==> config.mk <==
export PLATFORM = sky130hd
export DESIGN_NAME = quadrature_encoder_speed_meter
export DESIGN_NICKNAME = d
export VERILOG_FILES = /design/src/design/qesm_pkg.sv /design/src/design/quadrature_encoder_speed_meter.sv /design/src/design/qesm_div.sv /design/src/design/qesm_mul.sv
export SDC_FILE = /design/constraint.sdc
export NUM_CORES = 2
export LEC_CHECK = 0
export BUFFER_PORTS_ARGS = -buffer_cell sky130_fd_sc_hd__buf_2
export CAP_MARGIN = 20
export CORE_MARGIN = 3
export CORE_UTILIZATION = 30
export CTS_CLUSTER_SIZE = 20
export DETAILED_ROUTE_END_ITERATION = 8
export GPL_ROUTABILITY_DRIVEN = 0
export GPL_TIMING_DRIVEN = 0
export PLACE_DENSITY = 0.49
export SETUP_SLACK_MARGIN = 0.2
export SYNTH_ARGS = -nofsm -noshare
export SYNTH_HDL_FRONTEND = slang
export SYNTH_SLANG_ARGS = --single-unit
==> constraint.sdc <==
create_clock -name i_clk -period 8.76 [get_ports i_clk]
set_clock_uncertainty 0.05 [all_clocks]
set_input_delay 1.314 -clock i_clk [delete_from_list [all_inputs] [get_ports i_clk]]
set_output_delay 1.314 -clock i_clk [all_outputs]
set_load 0.02 [all_outputs]
==> src/design/qesm_pkg.sv <==
package qesm_pkg;

    localparam int unsigned TimeW  = 32;
    localparam int unsigned DivCfgW = 8;
    localparam int unsigned CoefW  = 16;

    // shared divider: dividend and divisor widths
    localparam int unsigned QdW = 53;
    localparam int unsigned QsW = 32;

    // shared multiplier: signed multiplicand, unsigned multiplier, signed product
    localparam int unsigned McW = 34;
    localparam int unsigned MrW = 20;
    localparam int unsigned MpW = 54;

    localparam logic [DivCfgW-1:0] DividerRst = 8'd1;
    localparam logic [TimeW-1:0]   TimeoutRst = 32'd100000;
    localparam logic [CoefW-1:0]   CoeffRst   = 16'd32768;
    localparam logic [MrW-1:0]     UsPerSec   = 20'd1000000;

    typedef enum logic [1:0] {
        CFG_DIVIDER = 2'd0,
        CFG_SPEED_K = 2'd1,
        CFG_TIMEOUT = 2'd2,
        CFG_COEFF   = 2'd3
    } t_cfg_idx;

    typedef struct packed {
        logic busy;
        logic done;
    } t_unit_sts;

endpackage

==> src/design/quadrature_encoder_speed_meter.sv <==
// Encoder speed meter, period method, Q8 RPM. A tick request is taken whenever the block is idle
// and never stalls the input. A query request stalls the input while it runs: the raw speed and
// the acceleration each take one pass of the shared 53-step restoring divider, and the filter and
// the scaling by one million each take one 20-step pass of the shared shift-add multiplier. The
// raw speed pass is skipped when the speed reads as zero, and the acceleration passes are skipped
// when the query gap is zero. The result sits in an output register, so a query may run while the
// previous result still waits; it then holds in its last state, with the input stalled, until
// that result is taken.
// Configuration writes are always ready and take effect at once.
module quadrature_encoder_speed_meter
    import qesm_pkg::*;
(
    input  logic               i_clk,
    input  logic               i_rst_n,
    input  logic               i_valid,
    output logic               o_stall,
    input  logic               i_req_type,
    input  logic               i_count_down,
    input  logic [TimeW-1:0]   i_time_us,
    output logic               o_valid,
    input  logic               i_stall,
    output logic signed [31:0] o_speed_q8,
    output logic signed [31:0] o_accel_rpm_per_s,
    output logic signed [31:0] o_position,
    input  logic               i_cfg_valid,
    output logic               o_cfg_ready,
    input  logic [1:0]         i_cfg_index,
    input  logic [31:0]        i_cfg_data
);

    typedef enum logic [8:0] {
        S_IDLE    = 9'b000000001,
        S_DIV1    = 9'b000000010,
        S_FLT_LD  = 9'b000000100,
        S_MUL1    = 9'b000001000,
        S_ACC_LD  = 9'b000010000,
        S_MUL2    = 9'b000100000,
        S_DIV2_LD = 9'b001000000,
        S_DIV2    = 9'b010000000,
        S_FIN     = 9'b100000000
    } t_state;

    localparam int unsigned FltW = MpW - 16;

    t_state             r_state;

    logic [DivCfgW-1:0] r_divider;
    logic [31:0]        r_speed_k;
    logic [TimeW-1:0]   r_timeout;
    logic [CoefW-1:0]   r_coeff;

    logic [7:0]         r_pre;
    logic               r_dir;
    logic [31:0]        r_pos;
    logic [TimeW-1:0]   r_last_tick;
    logic [TimeW-1:0]   r_interval;
    logic [31:0]        r_filt;
    logic [TimeW-1:0]   r_last_q;

    logic [31:0]        r_prev;
    logic [TimeW-1:0]   r_dt;
    logic [32:0]        r_raw;
    logic [QdW-1:0]     r_mag;
    logic               r_neg;
    logic [31:0]        r_accel;

    logic               r_o_valid;
    logic [31:0]        r_o_speed;
    logic [31:0]        r_o_accel;
    logic [31:0]        r_o_pos;

    logic               w_in_acc;
    logic               w_tick;
    logic               w_query;
    logic [7:0]         w_pre_inc;
    logic [TimeW-1:0]   w_age;
    logic               w_raw_ok;

    logic               w_div_start;
    logic [QdW-1:0]     w_div_dvd;
    logic [QsW-1:0]     w_div_dsr;
    t_unit_sts          w_div_sts;
    logic [QdW-1:0]     w_div_q;

    logic               w_mul_start;
    logic [McW-1:0]     w_mul_mc;
    logic [MrW-1:0]     w_mul_mr;
    t_unit_sts          w_mul_sts;
    logic [MpW-1:0]     w_mul_p;

    logic [FltW-1:0]    w_flt_sum;
    logic [FltW-32:0]   w_flt_hi;
    logic [31:0]        w_flt_sat;
    logic [MpW-1:0]     w_abs;
    logic [31:0]        w_acc_sat;
    logic               w_out_free;

    assign o_stall     = (r_state != S_IDLE);
    assign o_cfg_ready = 1'b1;
    assign w_in_acc    = i_valid && !o_stall;
    assign w_tick      = w_in_acc && !i_req_type;
    assign w_query     = w_in_acc && i_req_type;
    assign w_pre_inc   = (r_pre != 8'hFF) ? (r_pre + 8'd1) : r_pre;
    assign w_age       = i_time_us - r_last_tick;
    assign w_raw_ok    = (w_age <= r_timeout) && (r_interval != '0);
    assign w_out_free  = !r_o_valid || !i_stall;

    assign w_div_start = (w_query && w_raw_ok) || (r_state == S_DIV2_LD);
    assign w_div_dvd   = (r_state == S_IDLE) ? {{(QdW-32){1'b0}}, r_speed_k} : r_mag;
    assign w_div_dsr   = (r_state == S_IDLE) ? r_interval : r_dt;

    assign w_mul_start = (r_state == S_FLT_LD) || (r_state == S_ACC_LD);
    assign w_mul_mc    = (r_state == S_FLT_LD)
                       ? ({{(McW-32){r_prev[31]}}, r_prev} - {{(McW-33){r_raw[32]}}, r_raw})
                       : ({{(McW-32){r_filt[31]}}, r_filt} - {{(McW-32){r_prev[31]}}, r_prev});
    assign w_mul_mr    = (r_state == S_FLT_LD) ? {{(MrW-CoefW){1'b0}}, r_coeff} : UsPerSec;

    // new = raw + floor(c * (prev - raw) / 2^16)
    assign w_flt_sum = {{(FltW-33){r_raw[32]}}, r_raw} + w_mul_p[MpW-1:16];
    assign w_flt_hi  = w_flt_sum[FltW-1:31];
    assign w_flt_sat = ((|w_flt_hi) && !(&w_flt_hi))
                     ? (w_flt_sum[FltW-1] ? 32'h8000_0000 : 32'h7FFF_FFFF)
                     : w_flt_sum[31:0];

    assign w_abs = w_mul_p[MpW-1] ? (~w_mul_p + MpW'(1)) : w_mul_p;

    always_comb begin
        if (r_neg) begin
            if ((|w_div_q[QdW-1:32]) || (w_div_q[31] && (|w_div_q[30:0]))) begin
                w_acc_sat = 32'h8000_0000;
            end else begin
                w_acc_sat = ~w_div_q[31:0] + 32'd1;
            end
        end else begin
            if (|w_div_q[QdW-1:31]) begin
                w_acc_sat = 32'h7FFF_FFFF;
            end else begin
                w_acc_sat = w_div_q[31:0];
            end
        end
    end

    qesm_div u_div (
        .i_clk      (i_clk),
        .i_rst_n    (i_rst_n),
        .i_start    (w_div_start),
        .i_dividend (w_div_dvd),
        .i_divisor  (w_div_dsr),
        .o_sts      (w_div_sts),
        .o_quotient (w_div_q)
    );

    qesm_mul u_mul (
        .i_clk     (i_clk),
        .i_rst_n   (i_rst_n),
        .i_start   (w_mul_start),
        .i_mcand   (w_mul_mc),
        .i_mplier  (w_mul_mr),
        .o_sts     (w_mul_sts),
        .o_product (w_mul_p)
    );

    always_ff @(posedge i_clk) begin
        if (!i_rst_n) begin
            r_divider <= DividerRst;
            r_speed_k <= '0;
            r_timeout <= TimeoutRst;
            r_coeff   <= CoeffRst;
        end else if (i_cfg_valid && o_cfg_ready) begin
            unique case (t_cfg_idx'(i_cfg_index))
                CFG_DIVIDER: r_divider <= i_cfg_data[DivCfgW-1:0];
                CFG_SPEED_K: r_speed_k <= i_cfg_data;
                CFG_TIMEOUT: r_timeout <= i_cfg_data;
                CFG_COEFF:   r_coeff   <= i_cfg_data[CoefW-1:0];
            endcase
        end
    end

    always_ff @(posedge i_clk) begin
        if (!i_rst_n) begin
            r_state     <= S_IDLE;
            r_pre       <= '0;
            r_dir       <= 1'b0;
            r_pos       <= '0;
            r_last_tick <= '0;
            r_interval  <= '0;
            r_filt      <= '0;
            r_last_q    <= '0;
            r_o_valid   <= 1'b0;
        end else begin
            if ((r_state == S_FIN) && w_out_free) begin
                r_o_valid <= 1'b1;
            end else if (!i_stall) begin
                r_o_valid <= 1'b0;
            end
            unique case (r_state)
                S_IDLE: begin
                    if (w_tick) begin
                        if (w_pre_inc >= r_divider) begin
                            r_dir       <= i_count_down;
                            r_pos       <= i_count_down ? (r_pos - 32'd1) : (r_pos + 32'd1);
                            r_interval  <= i_time_us - r_last_tick;
                            r_last_tick <= i_time_us;
                            r_pre       <= '0;
                        end else begin
                            r_pre <= w_pre_inc;
                        end
                    end else if (w_query) begin
                        r_last_q <= i_time_us;
                        r_state  <= w_raw_ok ? S_DIV1 : S_FLT_LD;
                    end
                end
                S_DIV1: begin
                    if (w_div_sts.done) begin
                        r_state <= S_FLT_LD;
                    end
                end
                S_FLT_LD: r_state <= S_MUL1;
                S_MUL1: begin
                    if (w_mul_sts.done) begin
                        r_filt  <= w_flt_sat;
                        r_state <= (r_dt == '0) ? S_FIN : S_ACC_LD;
                    end
                end
                S_ACC_LD: r_state <= S_MUL2;
                S_MUL2: begin
                    if (w_mul_sts.done) begin
                        r_state <= S_DIV2_LD;
                    end
                end
                S_DIV2_LD: r_state <= S_DIV2;
                S_DIV2: begin
                    if (w_div_sts.done) begin
                        r_state <= S_FIN;
                    end
                end
                S_FIN: begin
                    if (w_out_free) begin
                        r_state <= S_IDLE;
                    end
                end
                default: r_state <= S_IDLE;
            endcase
        end
    end

    // query working registers
    always_ff @(posedge i_clk) begin
        if (w_query) begin
            r_prev  <= r_filt;
            r_dt    <= i_time_us - r_last_q;
            r_raw   <= '0;
            r_accel <= '0;
        end
        if ((r_state == S_DIV1) && w_div_sts.done) begin
            r_raw <= r_dir ? (~{1'b0, w_div_q[31:0]} + 33'd1) : {1'b0, w_div_q[31:0]};
        end
        if ((r_state == S_MUL2) && w_mul_sts.done) begin
            r_neg <= w_mul_p[MpW-1];
            r_mag <= w_abs[QdW-1:0];
        end
        if ((r_state == S_DIV2) && w_div_sts.done) begin
            r_accel <= w_acc_sat;
        end
        if ((r_state == S_FIN) && w_out_free) begin
            r_o_speed <= r_filt;
            r_o_accel <= r_accel;
            r_o_pos   <= r_pos;
        end
    end

    assign o_valid           = r_o_valid;
    assign o_speed_q8        = $signed(r_o_speed);
    assign o_accel_rpm_per_s = $signed(r_o_accel);
    assign o_position        = $signed(r_o_pos);

    a_out_from_fin: assert property (@(posedge i_clk) disable iff (!i_rst_n)
        $rose(o_valid) |-> $past(r_state == S_FIN))
        else $error("result shown without a finished query");

    a_query_stalls: assert property (@(posedge i_clk) disable iff (!i_rst_n)
        (i_valid && !o_stall && i_req_type) |=> o_stall)
        else $error("query request did not stall the input");

    a_units_exclusive: assert property (@(posedge i_clk) disable iff (!i_rst_n)
        !(w_div_sts.busy && w_mul_sts.busy))
        else $error("divider and multiplier busy together");

    a_tick_no_result: assert property (@(posedge i_clk) disable iff (!i_rst_n)
        (i_valid && !o_stall && !i_req_type && !o_valid) |=> !o_valid)
        else $error("tick request produced a result");

endmodule

==> src/design/qesm_div.sv <==
module qesm_div
    import qesm_pkg::*;
(
    input  logic           i_clk,
    input  logic           i_rst_n,
    input  logic           i_start,
    input  logic [QdW-1:0] i_dividend,
    input  logic [QsW-1:0] i_divisor,
    output t_unit_sts      o_sts,
    output logic [QdW-1:0] o_quotient
);

    localparam int unsigned CntW = $clog2(QdW + 1);

    logic            r_busy;
    logic            r_done;
    logic [CntW-1:0] r_cnt;
    logic [QsW-1:0]  r_rem;
    logic [QdW-1:0]  r_quo;
    logic [QsW-1:0]  r_dsr;

    logic [QsW:0]    w_trial;
    logic [QsW+1:0]  w_sub;
    logic            w_ge;

    // restoring division, one quotient bit per cycle
    assign w_trial = {r_rem, r_quo[QdW-1]};
    assign w_sub   = {1'b0, w_trial} - {2'b00, r_dsr};
    assign w_ge    = ~w_sub[QsW+1];

    always_ff @(posedge i_clk) begin
        if (!i_rst_n) begin
            r_busy <= 1'b0;
            r_done <= 1'b0;
            r_cnt  <= '0;
        end else begin
            r_done <= 1'b0;
            if (i_start) begin
                r_busy <= 1'b1;
                r_cnt  <= CntW'(QdW);
            end else if (r_busy) begin
                r_cnt <= r_cnt - 1'b1;
                if (r_cnt == CntW'(1)) begin
                    r_busy <= 1'b0;
                    r_done <= 1'b1;
                end
            end
        end
    end

    always_ff @(posedge i_clk) begin
        if (i_start) begin
            r_rem <= '0;
            r_quo <= i_dividend;
            r_dsr <= i_divisor;
        end else if (r_busy) begin
            r_rem <= w_ge ? w_sub[QsW-1:0] : w_trial[QsW-1:0];
            r_quo <= {r_quo[QdW-2:0], w_ge};
        end
    end

    assign o_sts.busy = r_busy;
    assign o_sts.done = r_done;
    assign o_quotient = r_quo;

endmodule

==> src/design/qesm_mul.sv <==
module qesm_mul
    import qesm_pkg::*;
(
    input  logic           i_clk,
    input  logic           i_rst_n,
    input  logic           i_start,
    input  logic [McW-1:0] i_mcand,
    input  logic [MrW-1:0] i_mplier,
    output t_unit_sts      o_sts,
    output logic [MpW-1:0] o_product
);

    localparam int unsigned CntW = $clog2(MrW + 1);

    logic            r_busy;
    logic            r_done;
    logic [CntW-1:0] r_cnt;
    logic [MpW-1:0]  r_acc;
    logic [MpW-1:0]  r_mc;
    logic [MrW-1:0]  r_mr;

    // shift-add, one multiplier bit per cycle
    always_ff @(posedge i_clk) begin
        if (!i_rst_n) begin
            r_busy <= 1'b0;
            r_done <= 1'b0;
            r_cnt  <= '0;
        end else begin
            r_done <= 1'b0;
            if (i_start) begin
                r_busy <= 1'b1;
                r_cnt  <= CntW'(MrW);
            end else if (r_busy) begin
                r_cnt <= r_cnt - 1'b1;
                if (r_cnt == CntW'(1)) begin
                    r_busy <= 1'b0;
                    r_done <= 1'b1;
                end
            end
        end
    end

    always_ff @(posedge i_clk) begin
        if (i_start) begin
            r_acc <= '0;
            r_mc  <= {{(MpW-McW){i_mcand[McW-1]}}, i_mcand};
            r_mr  <= i_mplier;
        end else if (r_busy) begin
            if (r_mr[0]) begin
                r_acc <= r_acc + r_mc;
            end
            r_mc <= {r_mc[MpW-2:0], 1'b0};
            r_mr <= {1'b0, r_mr[MrW-1:1]};
        end
    end

    assign o_sts.busy = r_busy;
    assign o_sts.done = r_done;
    assign o_product  = r_acc;

endmodule
-- Word-level counts from Yosys, hierarchy flattened
Index checks and enable logic that the tools add are counted.
Widths: inputs -> output; s select.
- memories: 0
- input bits: 73
- memory bits (writable): 0
- memory bits (read-only): 0
- output and inout port bits: 99
- latch bits: 0
- flip-flop bits (word level): 806
- add/subtract/negate cells: 15
- equality and inequality tests: 24
- multipliers: 0
- reduce and logical (&&, ||, !) cells: 46
- bitwise logic cells: 8
- shifts and indexed selects: 0
- multiplexer cells: 49
- magnitude comparators: 2
- div/mod/pow operators: 0
- operator list (kind ; number):
    $mux 32 ; 10
    $mux 53 ; 4
    $mux 54 ; 2
    $mux 33 ; 3
    $pmux 9 s9 ; 1
    $mux 9 ; 8
    $add 32x1->32 const B ; 2
    $sub 32x32->32 ; 2
    $mux 20 ; 3
    $add 54x54->54 ; 1
    $add 53x1->53 const B ; 1
    $not 53->53 ; 1
    $add 38x38->38 ; 1
    $mux 34 ; 1
    $sub 32x33->34 ; 1
    $sub 33x32->34 ; 1
    $add 33x1->33 const B ; 1
    $not 32->33 ; 1
    $sub 32x32->33 ; 1
    $le 32x32->1 ; 1
    $logic_not 32->1 ; 1
    $not 32->32 ; 1
    $reduce_bool 32->1 ; 1
    $sub 32x1->32 const B ; 1
    41 further kinds ; 94

-- Logic depth before layout (Yosys ltp)
- depth in word-level cells: 7
- mapped depth: 26
- depth with buffers taken out: 25

-- Hierarchy
A second synthesis with hierarchy kept.
- cells, all modules: 5405
- area, all modules: 48780.5 um^2
- modules (own cells, without submodules) (module ; times used ; area an instance (um^2) ; cells an instance):
    quadrature_encoder_speed_meter ; 1 ; 33399.5 ; 3809
    qesm_mul ; 1 ; 8434.3 ; 927
    qesm_div ; 1 ; 6946.7 ; 669

-- Least setup slack after synthesis
Ideal clock, no wire load.
- path kind: input-to-reg
- from: in i_time_us[12]
- to: reg u_div.r_quo[28] (netlist: u_div.o_quotient[28]), data pin
- library setup time: 0.325 ns
- path slack: 2.058 ns
- arrival: 6.328 ns
- data required time: 8.385 ns
- stages: 21
- path through: ha_1 -> a21oi_1 -> o21ai_0 -> a21oi_1 -> o22ai_1 -> or3_1 -> o211ai_1 -> a21oi_1 -> or2_2 -> a311o_1 -> xor2_1 -> ha_1 -> a21oi_1 -> o21ai_0 -> a21o_1 -> a21oi_1 -> a21oi_1 -> o31ai_1 -> clkbuf_1 -> clkbuf_1 -> a31oi_1
- word-level cells in the longest chain between the ends: 6
- ends and longest elaborated chain (item ; RTL line ; source):
    from (decl) ; quadrature_encoder_speed_meter.sv:19 ; input logic [TimeW-1:0] i_time_us,
    $sub 32x32->32 ; quadrature_encoder_speed_meter.sv:104 ; assign w_age = i_time_us - r_last_tick;
    net w_age[29] ; quadrature_encoder_speed_meter.sv:76 ; logic [TimeW-1:0] w_age;
    $le 32x32->1 ; quadrature_encoder_speed_meter.sv:105 ; assign w_raw_ok = (w_age <= r_timeout) && (r_interval != '0);
    $logic_and 1x1->1 ; quadrature_encoder_speed_meter.sv:105 ;
    $logic_and 1x1->1 ; quadrature_encoder_speed_meter.sv:108 ; assign w_div_start = (w_query && w_raw_ok) || (r_state == S_DIV2_LD);
    $logic_or 1x1->1 ; quadrature_encoder_speed_meter.sv:108 ;
    net u_div.i_start ; qesm_div.sv:6 ; input logic i_start,
    $mux 53 ; qesm_div.sv:52 ; if (i_start) begin
    to (signal assigned) ; qesm_div.sv:54 ; r_quo <= i_dividend;
    to (signal assigned) ; qesm_div.sv:58 ; r_quo <= {r_quo[QdW-2:0], w_ge};
    to (decl) ; qesm_div.sv:19 ; logic [QdW-1:0] r_quo;
The timed path passes the listed nets, and every way through them passes these cells.
A chain may end at the register's enable or synchronous reset.

-- Worst setup path after layout
- from: in i_time_us[12]
- to: reg u_div.r_quo[38] (netlist: u_div.o_quotient[38]) (enable)
- word-level cells in the longest chain between the ends: 6
- ends and longest elaborated chain (item ; RTL line):
    $sub 32x32->32 ; quadrature_encoder_speed_meter.sv:104
    net w_age[21] ; quadrature_encoder_speed_meter.sv:76
    $le 32x32->1 ; quadrature_encoder_speed_meter.sv:105
    $logic_and 1x1->1 ; quadrature_encoder_speed_meter.sv:105
    $logic_and 1x1->1 ; quadrature_encoder_speed_meter.sv:108
    $logic_or 1x1->1 ; quadrature_encoder_speed_meter.sv:108
    $reduce_bool 2->1 (no source line) ; -
The timed path passes the listed nets, and every way through them passes these cells.

==> impl_metrics.tcl <==
set metrics [dict create \
    min_from "r_accel[13]" \
    final_nets 5892 \
    dpl.hpwl_um 123000 \
    rsz0062_at_grt "no" \
    combPwrFrac 0.385 \
    p_leak_nw 20.4 \
    synth-async-reset-ratio 0 \
    antenna_found_initial 12 \
    postRouteWirelength_um 157000 \
    numCtsBuffers 94 \
    pwr-share-seq 0.353 \
    drtIter0Drc 3432 \
    synth_area_um2 46300 \
    port_buffers 169 \
    yosys_warnings 0 \
    multiInputGateArea_um2 23800 \
    grt_pass1_wl_um 235000 \
    critPathMaxStageDelay_ns 0.62 \
    hold_violations 0 \
    grt_pass1_vias 36600 \
    syn_nets 5604 \
    postCtsSetupBuffers 0 \
    maxSlewHeadroom 0.204 \
    drtPass1Iterations 7 \
    wl_met3_um 9650 \
    reg2reg_slack_ns 2.01 \
    core_um2 153000 \
    fillers 15800 \
    dieArea_um2 159000 \
    cts_max_level 3 \
    area_growth_pct 15.0 \
    clockBufferDepth 3 \
    die_w_um 399 \
    tightest_slew_ns 1.19 \
    peakVddDrop_uv 171 \
    wl_per_cell_um 20.7 \
    holdPathStages 0 \
    drcViolationCount 0 \
    required_ns 9.11 \
    wl_met1_um 75800 \
    yosysSeqAreaShare 0.443 \
    fin_crit_ns 7.14 \
    die_h_um 399 \
    fin_crit_sh 0.815 \
    clk_latency_ns 0.72 \
    internal-power_mw 9.27 \
    fin_area_um2 53300 \
    drive_gt1_frac 0.0704 \
    syn_avg_cell_area_um2 8.92 \
    initial_core_util 0.304 \
    cts_hold_buf 0 \
    max_freq_ghz 0.140 \
    vias_per_cell 5.15 \
    timing_worst_setup_path_type "in2reg" \
    r2r-start "r_last_tick[12]" \
    drtAntennaViolNets 0 \
    finalSetupViolCount 0 \
    overflow 0 \
    r2r-end "u_div.o_quotient[38]" \
    synth_seq_cells 806 \
    crit_slowest_cell "o31ai_1" \
    critPathBufInv 3 \
    p_sw_mw 6.15 \
    cpMostUsedCell "a21oi_1" \
    cts.clk_slew.worst_paths_ns 0.06 \
    worst_setup_path_end_kind "flip-flop" \
    wl_met2_um 67200 \
    cts_tree "done" \
    synth_edf_count 438 \
    synth_cell_types 90 \
    power_switching_share 0.399 \
    status "completed" \
    max_cap_violations 0 \
    maxSlewViolCount 0 \
    grt_max_degree 59 \
    rows 143 \
    boundaryPins 172 \
    clock_sinks 806 \
    postCtsResizedCells 0 \
    highest_layer "met5" \
    vias 39100 \
    ctsRootBufferMaster "clkbuf_16" \
    r2r_cells 22 \
    crit_path_cell_trace "buf_2 -> ha_1 -> a21oi_1 -> o21ai_0 -> a21oi_1 -> o22ai_1 -> or3_1 -> o211ai_1 -> a21oi_1 -> or2_2 -> xor2_1 -> ha_1 -> a2111oi_0 -> o21ai_0 -> a21oi_1 -> o21bai_1 -> a21oi_1 -> a21oi_1 -> o31ai_1 -> clkbuf_1 -> or2_2 -> buf_12" \
    startpoint_type "primary input" \
    worstPathArrival_ns 7.49 \
    regArea_um2 20500 \
    layout.cells.non_filler 7600 \
    dp_cells 7415 \
    cpLargestDelayFamily "compound AO/OA/AOI/OAI gates" \
    grt.total_usage 0.194 \
    postPlaceCellArea_um2 50100 \
    fin_setup_tns_ns 0 \
    hp-class "reg2reg" \
    pwr-share-clk 0.262 \
    cp_max_fo 34 \
    power_density_nw_per_um2 290 \
    worstHoldEndpoint "o_accel_rpm_per_s[13]" \
    syn_inst 5197 \
    p_total_mw 15.4 \
    synthFlopType "edfxtp_1" \
]
## how the worst max path moves through the flow
stage               cells past startpoint  slack [ns]           from                    to
global placement                        2       -1.37        i_stall         o_position[0]
floorplan                              21        2.06  i_time_us[12]  u_div.o_quotient[28]
global route                           22        1.15   i_time_us[1]   u_div.o_quotient[8]
CTS                                    22        1.70  i_time_us[12]   u_div.o_quotient[8]
detailed placement                     25        0.96   i_time_us[0]  u_div.o_quotient[45]
finish                                 22        1.62  i_time_us[12]  u_div.o_quotient[38]
## cell usage after synthesis, types with 12 or more instances
cell type    n  share of area
and3_1      27         0.0036
nor4_1      33         0.0045
dfxtp_1    368           0.16
ha_1       326          0.088
buf_1       17         0.0014
o21bai_1    36         0.0058
edfxtp_1   438           0.28
o211ai_1    31         0.0050
nor3_1      49         0.0053
a21oi_1    529          0.057
a31oi_1     87          0.012
o31a_1      12         0.0023
or3_1       34         0.0046
nand3_1     81         0.0087
a22o_1      18         0.0034
nand2b_1    46         0.0062
nand3b_1    28         0.0045
clkbuf_1   196          0.016
nand4_1     44         0.0059
a211oi_1    89          0.014
xor2_1     109          0.021
o31ai_1     23         0.0037
o41ai_1     15         0.0028
xnor2_1    227          0.043
inv_1      314          0.025
o21a_1      45         0.0073
or4_1       18         0.0029
a21o_1     136          0.022
or2_2       20         0.0027
nor2_1     377          0.031
o21ai_0    242          0.026
and2_1      27         0.0036
nor2b_1     36         0.0049
nand2_1    929          0.075
a311oi_1    17         0.0032
## kinds of logic after synthesis
group / Yosys count / synth area share
adders and majority gates: 334 / 0.0915
and+or+nand+nor: 1791 / 0.172
muxes: 12 / 0.00262
AOI/OAI and AO/OA: 1384 / 0.184
xor gates and xnor gates: 336 / 0.0635
DFF: 806 / 0.443
buffers and inverters: 533 / 0.0435
other: 1 / 0.0000809
## cell usage in the layout (no fill, tap or decap), types with 89 or more instances in the layout
cell type / Yosys / routed
a211oi_1: 89 / 89
a21o_1: 136 / 136
a21oi_1: 529 / 528
buf_2: 2 / 173
clkbuf_1: 196 / 216
clkbuf_16: 0 / 96
dfxtp_1: 368 / 368
edfxtp_1: 438 / 438
ha_1: 326 / 326
inv_1: 314 / 313
nand2_1: 929 / 929
nor2_1: 377 / 377
o21ai_0: 242 / 242
xnor2_1: 227 / 227
xor2_1: 109 / 109
## worst reg2reg max path: cells and delay by family, from the launching register on
family / cells / cell delay (ns)
DFF: 1 / 0.32
adders and majority gates: 2 / 0.64
xor gates and xnor gates: 1 / 0.25
buffers and inverters: 3 / 0.90
AOI/OAI and AO/OA: 13 / 2.98
and+or+nand+nor: 3 / 1.25
## metal layers
| layer | global-route usage | up-vias |
|---|---|---|
| li1 | - | 19100 |
| met1 | 0.285 | 18800 |
| met2 | 0.292 | 1086 |
| met3 | 0.0262 | 219 |
| met4 | 0.0611 | 8 |
| met5 | 0 | - |
## metrics by stage
step / setup WS (ns) / hold WS, ns / util
after CTS: 1.70 / 0.359 / 0.349
after floorplan: 2.06 / 0.350 / -
after global routing: 1.15 / 0.373 / 0.349
after global placement: -1.37 / 0.356 / 0.326
after detailed placement: 0.964 / 0.355 / 0.328
final: 1.62 / 0.361 / 0.349
## sequential cells by signal, indices dropped and copies added (netlist names), 33 cells and up
register	cells
u_mul.r_mc	54
u_div.o_quotient	53
u_mul.o_product	54
r_mag	53
r_raw	33
## power groups by stage
stage | clock, mW | combinational [mW] | sequential, mW
floorplan | 0 | 4.32 | 5.15
global placement | 0 | 5.78 | 5.54
detailed placement | 0 | 5.88 | 5.51
CTS | 4.15 | 5.91 | 5.44
global route | 4.28 | 6.62 | 5.50
finish | 4.04 | 5.93 | 5.45
## final cells by class
cell class | instances | area share
antenna | 4 | 0.000188
clock inverter | 54 | 0.0107
multi-input combinational | 3858 | 0.447
sequential | 806 | 0.385
buffer | 217 | 0.0156
tap | 2030 | 0.0477
inverter | 316 | 0.0223
timing repair buffer | 192 | 0.0229
clock buffer | 123 | 0.0479
Power figures use the tool's default switching activity.
